<file path="config.mk">
export PLATFORM = sky130hd
export DESIGN_NAME = sdp_front
export DESIGN_NICKNAME = d
export VERILOG_FILES = /design/src/rtl/sdp_pkg.sv /design/src/rtl/sdp_front.sv
export SDC_FILE = /design/constraint.sdc
export NUM_CORES = 2
export LEC_CHECK = 0
export ABC_CLOCK_PERIOD_IN_PS = 7500
export BUFFER_PORTS_ARGS = -buffer_cell sky130_fd_sc_hd__buf_2
export CORE_MARGIN = 3
export CORE_UTILIZATION = 35
export DETAILED_ROUTE_END_ITERATION = 6
export SETUP_SLACK_MARGIN = 0.02
export SYNTH_ARGS = -nofsm -noshare
export SYNTH_HDL_FRONTEND = slang
export SYNTH_SLANG_ARGS = --single-unit
</file>
<file path="constraint.sdc">
create_clock -name clk -period 7.5 [get_ports clk]
set_input_delay 1.5 -clock clk [delete_from_list [all_inputs] [get_ports clk]]
set_output_delay 1.5 -clock clk [all_outputs]
set_load 0.01 [all_outputs]
</file>
<file path="src/rtl/sdp_pkg.sv">
// Shared types and constants for the signed distance primitive block.
package sdp_pkg;

    // Shape selector codes (register 0)
    localparam logic [1:0] SHAPE_SPHERE = 2'd0;
    localparam logic [1:0] SHAPE_CIRCLE = 2'd1;
    localparam logic [1:0] SHAPE_LINE   = 2'd2;

    // Configuration register indexes
    localparam int unsigned CFG_IDX_BITS = 3;
    localparam logic [CFG_IDX_BITS-1:0] REG_SHAPE_KIND = 3'd0;
    localparam logic [CFG_IDX_BITS-1:0] REG_CENTER_X   = 3'd1;
    localparam logic [CFG_IDX_BITS-1:0] REG_CENTER_Y   = 3'd2;
    localparam logic [CFG_IDX_BITS-1:0] REG_CENTER_Z   = 3'd3;
    localparam logic [CFG_IDX_BITS-1:0] REG_RADIUS     = 3'd4;

    // Control carried alongside each item through the pipeline
    typedef struct packed {
        logic valid;
        logic line;
    } ctl_t;

endpackage

</file>
<file path="src/rtl/sdp_front.sv">
// Front end: coordinate differences, squares and the sum of squares.
module sdp_front #(
    parameter int COORD_BITS = 24
) (
    input  logic                            clk,
    input  logic                            rst_n,
    input  logic                            start,
    input  logic [1:0]                      shape_kind,
    input  logic signed [COORD_BITS-1:0]    center_x,
    input  logic signed [COORD_BITS-1:0]    center_y,
    input  logic signed [COORD_BITS-1:0]    center_z,
    input  logic signed [COORD_BITS-1:0]    point_x,
    input  logic signed [COORD_BITS-1:0]    point_y,
    input  logic signed [COORD_BITS-1:0]    point_z,
    output sdp_pkg::ctl_t                   ctl,
    output logic [2*COORD_BITS+1:0]         sum,
    output logic signed [COORD_BITS:0]      line_diff
);

    localparam int D = COORD_BITS + 1;
    localparam int S = 2 * COORD_BITS + 2;

    logic signed [D-1:0] dx, dy, dz;
    logic [D-1:0]        mx, my, mz;

    // stage 1: magnitudes
    sdp_pkg::ctl_t       ctl1_reg;
    logic [D-1:0]        mx_reg, my_reg, mz_reg;
    logic signed [D-1:0] ld1_reg;
    // stage 2: squares
    sdp_pkg::ctl_t       ctl2_reg;
    logic [S-1:0]        sx_reg, sy_reg, sz_reg;
    logic signed [D-1:0] ld2_reg;
    // stage 3: sum
    sdp_pkg::ctl_t       ctl3_reg;
    logic [S-1:0]        sum_reg;
    logic signed [D-1:0] ld3_reg;

    assign dx = {point_x[COORD_BITS-1], point_x} - {center_x[COORD_BITS-1], center_x};
    assign dy = {point_y[COORD_BITS-1], point_y} - {center_y[COORD_BITS-1], center_y};
    assign dz = {point_z[COORD_BITS-1], point_z} - {center_z[COORD_BITS-1], center_z};
    assign mx = dx[D-1] ? D'(-dx) : D'(dx);
    assign my = dy[D-1] ? D'(-dy) : D'(dy);
    // z drops out in circle mode
    assign mz = (shape_kind == sdp_pkg::SHAPE_CIRCLE) ? '0 :
                (dz[D-1] ? D'(-dz) : D'(dz));

    always_ff @(posedge clk or negedge rst_n)
    begin
        if (!rst_n)
        begin
            ctl1_reg <= '0;
            ctl2_reg <= '0;
            ctl3_reg <= '0;
        end
        else
        begin
            ctl1_reg.valid <= start;
            ctl1_reg.line  <= shape_kind[1];
            ctl2_reg       <= ctl1_reg;
            ctl3_reg       <= ctl2_reg;
        end
    end

    always_ff @(posedge clk)
    begin
        mx_reg  <= mx;
        my_reg  <= my;
        mz_reg  <= mz;
        ld1_reg <= dx;
        sx_reg  <= mx_reg * mx_reg;
        sy_reg  <= my_reg * my_reg;
        sz_reg  <= mz_reg * mz_reg;
        ld2_reg <= ld1_reg;
        sum_reg <= sx_reg + sy_reg + sz_reg;
        ld3_reg <= ld2_reg;
    end

    assign ctl       = ctl3_reg;
    assign sum       = sum_reg;
    assign line_diff = ld3_reg;

endmodule

</file>
After elaboration in Yosys (flattened, before gate mapping)
Cells that the tools add are included.
{ "word_totals": {"ff_bits": 356, "latch_bits": 0, "ramBits": 0, "romBits": 0, "inputBits": 149, "output_inout_bits": 77, "word_cells": 36, "memories": 0} }
{ "classes": {"addsub": 8, "n_mul": 3, "n_div": 0, "magnitude_cmp": 0, "n_eq_ne": 1, "shift": 0, "muxes": 3, "n_bitwise": 1, "reduce_logical": 1} }
{ "ops": {"columns": ["cell", "n"], "rows": [
  ["25-bit by 25-bit multiplier with 50-bit output", 3],
  ["50-bit adder", 2],
  ["25-bit negation", 3],
  ["24-bit by 24-bit subtractor with 25-bit output", 3],
  ["24-bit two-way mux", 3],
  ["2-bit by 1-bit equality test with 1-bit output, second input constant", 1],
  ["2-bit OR reduction", 1],
  ["1-bit NOT", 1]
]} }

Longest topological paths before layout
{ "depth": {"depth_word": 3, "ltp_mapped": 30, "depth_no_buf": 28} }

Worst setup path before layout
Ideal clock, no wire load.
{ "synth_path": {"path_kind": "reg-to-reg", "from": "reg mx_reg[3]", "to": "reg sx_reg[48]", "setup_time_ps": 72, "arrival_time_ps": 7556, "required_time_ps": 7428, "path_slack_ps": -128, "stages_incl_launch_ff": 31, "n_path_buf": 3, "period_less_slack_ps": 7628, "cell_sequence": "dfxtp_1 clkbuf_1 clkbuf_1 nand2_1 fa_1 inv_1 fa_1 inv_1 fa_1 inv_1 fa_1 inv_1 fa_1 inv_1 fa_1 inv_1 fa_1 inv_1 ha_1 clkbuf_1 a221oi_1 o21ai_0 a211oi_1 o211ai_1 a41oi_1 and3_1 o31ai_1 o41ai_2 o21ai_1 a221oi_1 xnor2_1"} }
{ "synth_via": {"elab_chain_cells": 1} }
{ "synth_rtl": {"columns": ["element", "line_no", "source"], "rows": [
  ["start, declared", "sdp_front.sv:28", "logic [D-1:0] mx_reg, my_reg, mz_reg;"],
  ["start signal, assigned", "sdp_front.sv:67", "mx_reg <= mx;"],
  ["25-bit by 25-bit multiplier with 50-bit output", "sdp_front.sv:71", "sx_reg <= mx_reg * mx_reg;"],
  ["end signal, assigned", "sdp_front.sv:71", null],
  ["end, declared", "sdp_front.sv:32", "logic [S-1:0] sx_reg, sy_reg, sz_reg;"]
]} }
Every way passes these cells.
A chain may end at the register's enable or synchronous reset.

Worst setup path after layout
{ "layout_path": {"from": "reg mz_reg[11]", "to": "reg sz_reg[49]"} }
{ "layout_via": {"elab_chain_cells": 1} }
{ "layout_rtl": {"columns": ["element", "line_no", "source"], "rows": [
  ["start, declared", "sdp_front.sv:28", null],
  ["start signal, assigned", "sdp_front.sv:69", "mz_reg <= mz;"],
  ["25-bit by 25-bit multiplier with 50-bit output", "sdp_front.sv:73", "sz_reg <= mz_reg * mz_reg;"],
  ["end signal, assigned", "sdp_front.sv:73", null],
  ["end, declared", "sdp_front.sv:32", null]
]} }
Every way passes these cells.

==> reports/metrics.csv <==
metric;value;unit
DP HPWL;154000;µm
DIE HEIGHT;451;µm
clock slew at reported path FFs;60;ps
post-synth top area cell;fa_1;
GRT Residual Overflow;0;
standard-cell rows;162;
CTS tree;done;
Synth Instances;7563;
CP startpoint kind;register;
post-synth top area share;0.418;
Core Region;196000;µm²
maximum number of pins on one net before global-route repair;28;
synth cell count leaders;inv_1 (2156), fa_1 (1450), ha_1 (689), nand2_1 (617), and2_1 (364);
Die ar.;204000;µm²
PortBufs;225;
Worst Skew;34.2;ps
slew margin rel.;0.333;
# nets final;10149;
vias per std cell;4.70;
Vias;49462;
clk buf depth;3;
initial antenna violation count;10;
Hold WC Path Type;register to register;
Least-Margin Pin Slew;996;ps
YS warnings;0;
drt total wl;177000;µm
dominant cells by area after synthesis;fa_1 (42%), ha_1 (12%), inv_1 (12%), dfxtp_1 (10%), nand2_1 (3.3%);
xor/xnor cell area share of the yosys netlist;0.0419;
Netlist Area Pre-Place;69400;µm²
initial core utilization;0.354;
post-route ant nets;0;
CTS Root Buffer Type;clkbuf_16;
CP arrival;7710;ps
status;finished, final reports clean;
Die X;451;µm
syn_area_per_cell;9.18;µm²
DRC;0;
EDFF count, synth;0;
CP delay by family, top;adder cells;
crit end category;register;
post-synthesis simple-gate area fraction;0.106;
Pre-antenna DRT Iters;5;
I/O pins;226;
Synth async-reset ratio;0.0171;
CP Buf/Inv Count;6;
clock sink total;351;
routability cong.;0.923;
crit-path max cell delay;540;ps
Synth Area in Compound Gates;0.0776;
most frequent cell after synthesis;inv_1;
number of fill cells;19470;
Overall Global Routing Usage;0.179;
Final Hold Fails;0;
Worst-Skew Late Latency;640;ps
DR WL/cell;16.8;µm
WS Path Type;register to register;
ys flop type;dfxtp_1;
Tmin final;7210;ps
Layout area overhead;10.7;%
fin crit share;0.961;
multiplexer share of the synthesized area;0.00180;
Most common cell on crit path;fa_1;
Highest Clock Rate;0.139;GHz
number of flip-flops in the largest register;50;
Final setup viols;0;
area share of fa/ha/maj cells after synthesis;0.543;
Util after Layout;0.392;
1st-iter DRT viols;2458;
max-slew violations;0;
CP Data Required Time;8000;ps
CTS HTree Levels;2;
vias in the first global route;54854;
first-pass GRT wire length;291000;µm
largest family of logic cells by synthesized area;adder cells;
critical-path maximum fanout;14;
Yosys reg bits;351;
total clock buffers created by CTS;45;
synth unique cells;83;
Seq/Total Area, Yosys;0.102;
Critical-path top delay cell;fa_1;
MaxCap Viol Count;0;
share of post-route cells with drive strength above 1;0.0842;
worst reg2reg max path: stages, from the launching register on:
cell and delay [ps]:
dfxtp_1 390, buf_4 280, nand2_1 140, fa_1 500, fa_1 540, inv_1 60
fa_1 500, inv_1 50, fa_1 530, inv_1 50, fa_1 460, fa_1 490
inv_1 50, fa_1 470, inv_1 60, ha_1 370, a21o_1 190, a21o_1 160
a21oi_1 200, o221ai_1 190, a21oi_2 260, o31ai_1 150, a31oi_1 300, o21ai_0 130
a21oi_1 280, o21ai_0 150, xnor2_1 140
cells by family (layout without fill, tap and decap cells):
group,Yosys count,after routing
buffers and inverters,2362,2694
adder cells (fa/ha/maj),2139,2139
AND/OR/NAND/NOR,1530,1530
AO/OA/AOI/OAI,836,836
flip-flops,351,351
XOR/XNOR,332,332
multiplexers,12,12
other,1,7
metal layers:
layer,wire length (µm),GRT usage
met3,7610,0.0200
met2,88600,0.315
met5,11,0
met4,7180,0.0638
met1,73800,0.226
stage by stage:
step | worst slack [ps] | instances | cell area (µm²) | hold WS [ps] | TNS (ps)
6_report | 289 | 10525 | 76800 | 321 | 0
5_1_grt | -32.0 | 10521 | 76800 | 328 | -77.2
4_1_cts | 19.5 | 10499 | 76300 | 324 | 0
3_5_place_dp | -433 | 10416 | 74700 | 312 | -1420
3_3_place_gp | -329 | 10416 | 74700 | 310 | -901
2_1_floorplan | 42.7 | 7565 | 69400 | 310 | 0
timing repair:
item                       in CTS  in global routing
gates resized for setup         7                117
buffers inserted                0                 21
setup endpoints to repair      10                 29
pin swaps                       2                 20
hold buffers                    0                  0
cloned                          0                  1
cell type report:
| class | instances | area [µm²] | area share |
|---|---|---|---|
| Multi-Input combinational cell | 4852 | 53700 | 0.699 |
| Inverter | 2156 | 8110 | 0.106 |
| Sequential cell | 351 | 7100 | 0.0925 |
| Tap cell | 2624 | 3280 | 0.0427 |
| Timing Repair Buffer | 455 | 3070 | 0.0400 |
| Clock buffer | 54 | 1220 | 0.0159 |
| Clock inverter | 29 | 323 | 0.00420 |
| Antenna cell | 4 | 10.0 | 0.000130 |
worst paths after layout:
check                      cells after the start  slack, ps           to        start
min                                            0        320  ld2_reg[21]  ld1_reg[21]
min in group asynchronous                      1        680       ctl[1]        rst_n
max                                           26        290   sz_reg[49]   mz_reg[11]
min reg2reg                                    0        320  ld2_reg[21]  ld1_reg[21]
max in group asynchronous                      1       6690  ctl2_reg[0]        rst_n
max reg2reg                                   26        290   sz_reg[49]   mz_reg[11]
cell usage in the layout, fill, tap and decap left out, types with 200 or more instances in the layout:
cell type | netlist | final
inv_1 | 2156 | 2151
nor2_1 | 243 | 235
nand2_1 | 617 | 614
xnor2_1 | 227 | 227
fa_1 | 1450 | 1448
buf_2 | 2 | 225
a21oi_1 | 261 | 253
and2_1 | 364 | 361
ha_1 | 689 | 683
buf_4 | 0 | 200
dfxtp_1 | 345 | 309
Power is left out: the tool's default activity adds up to more than one toggle a clock period on the data nets, which glitch-free logic cannot reach.
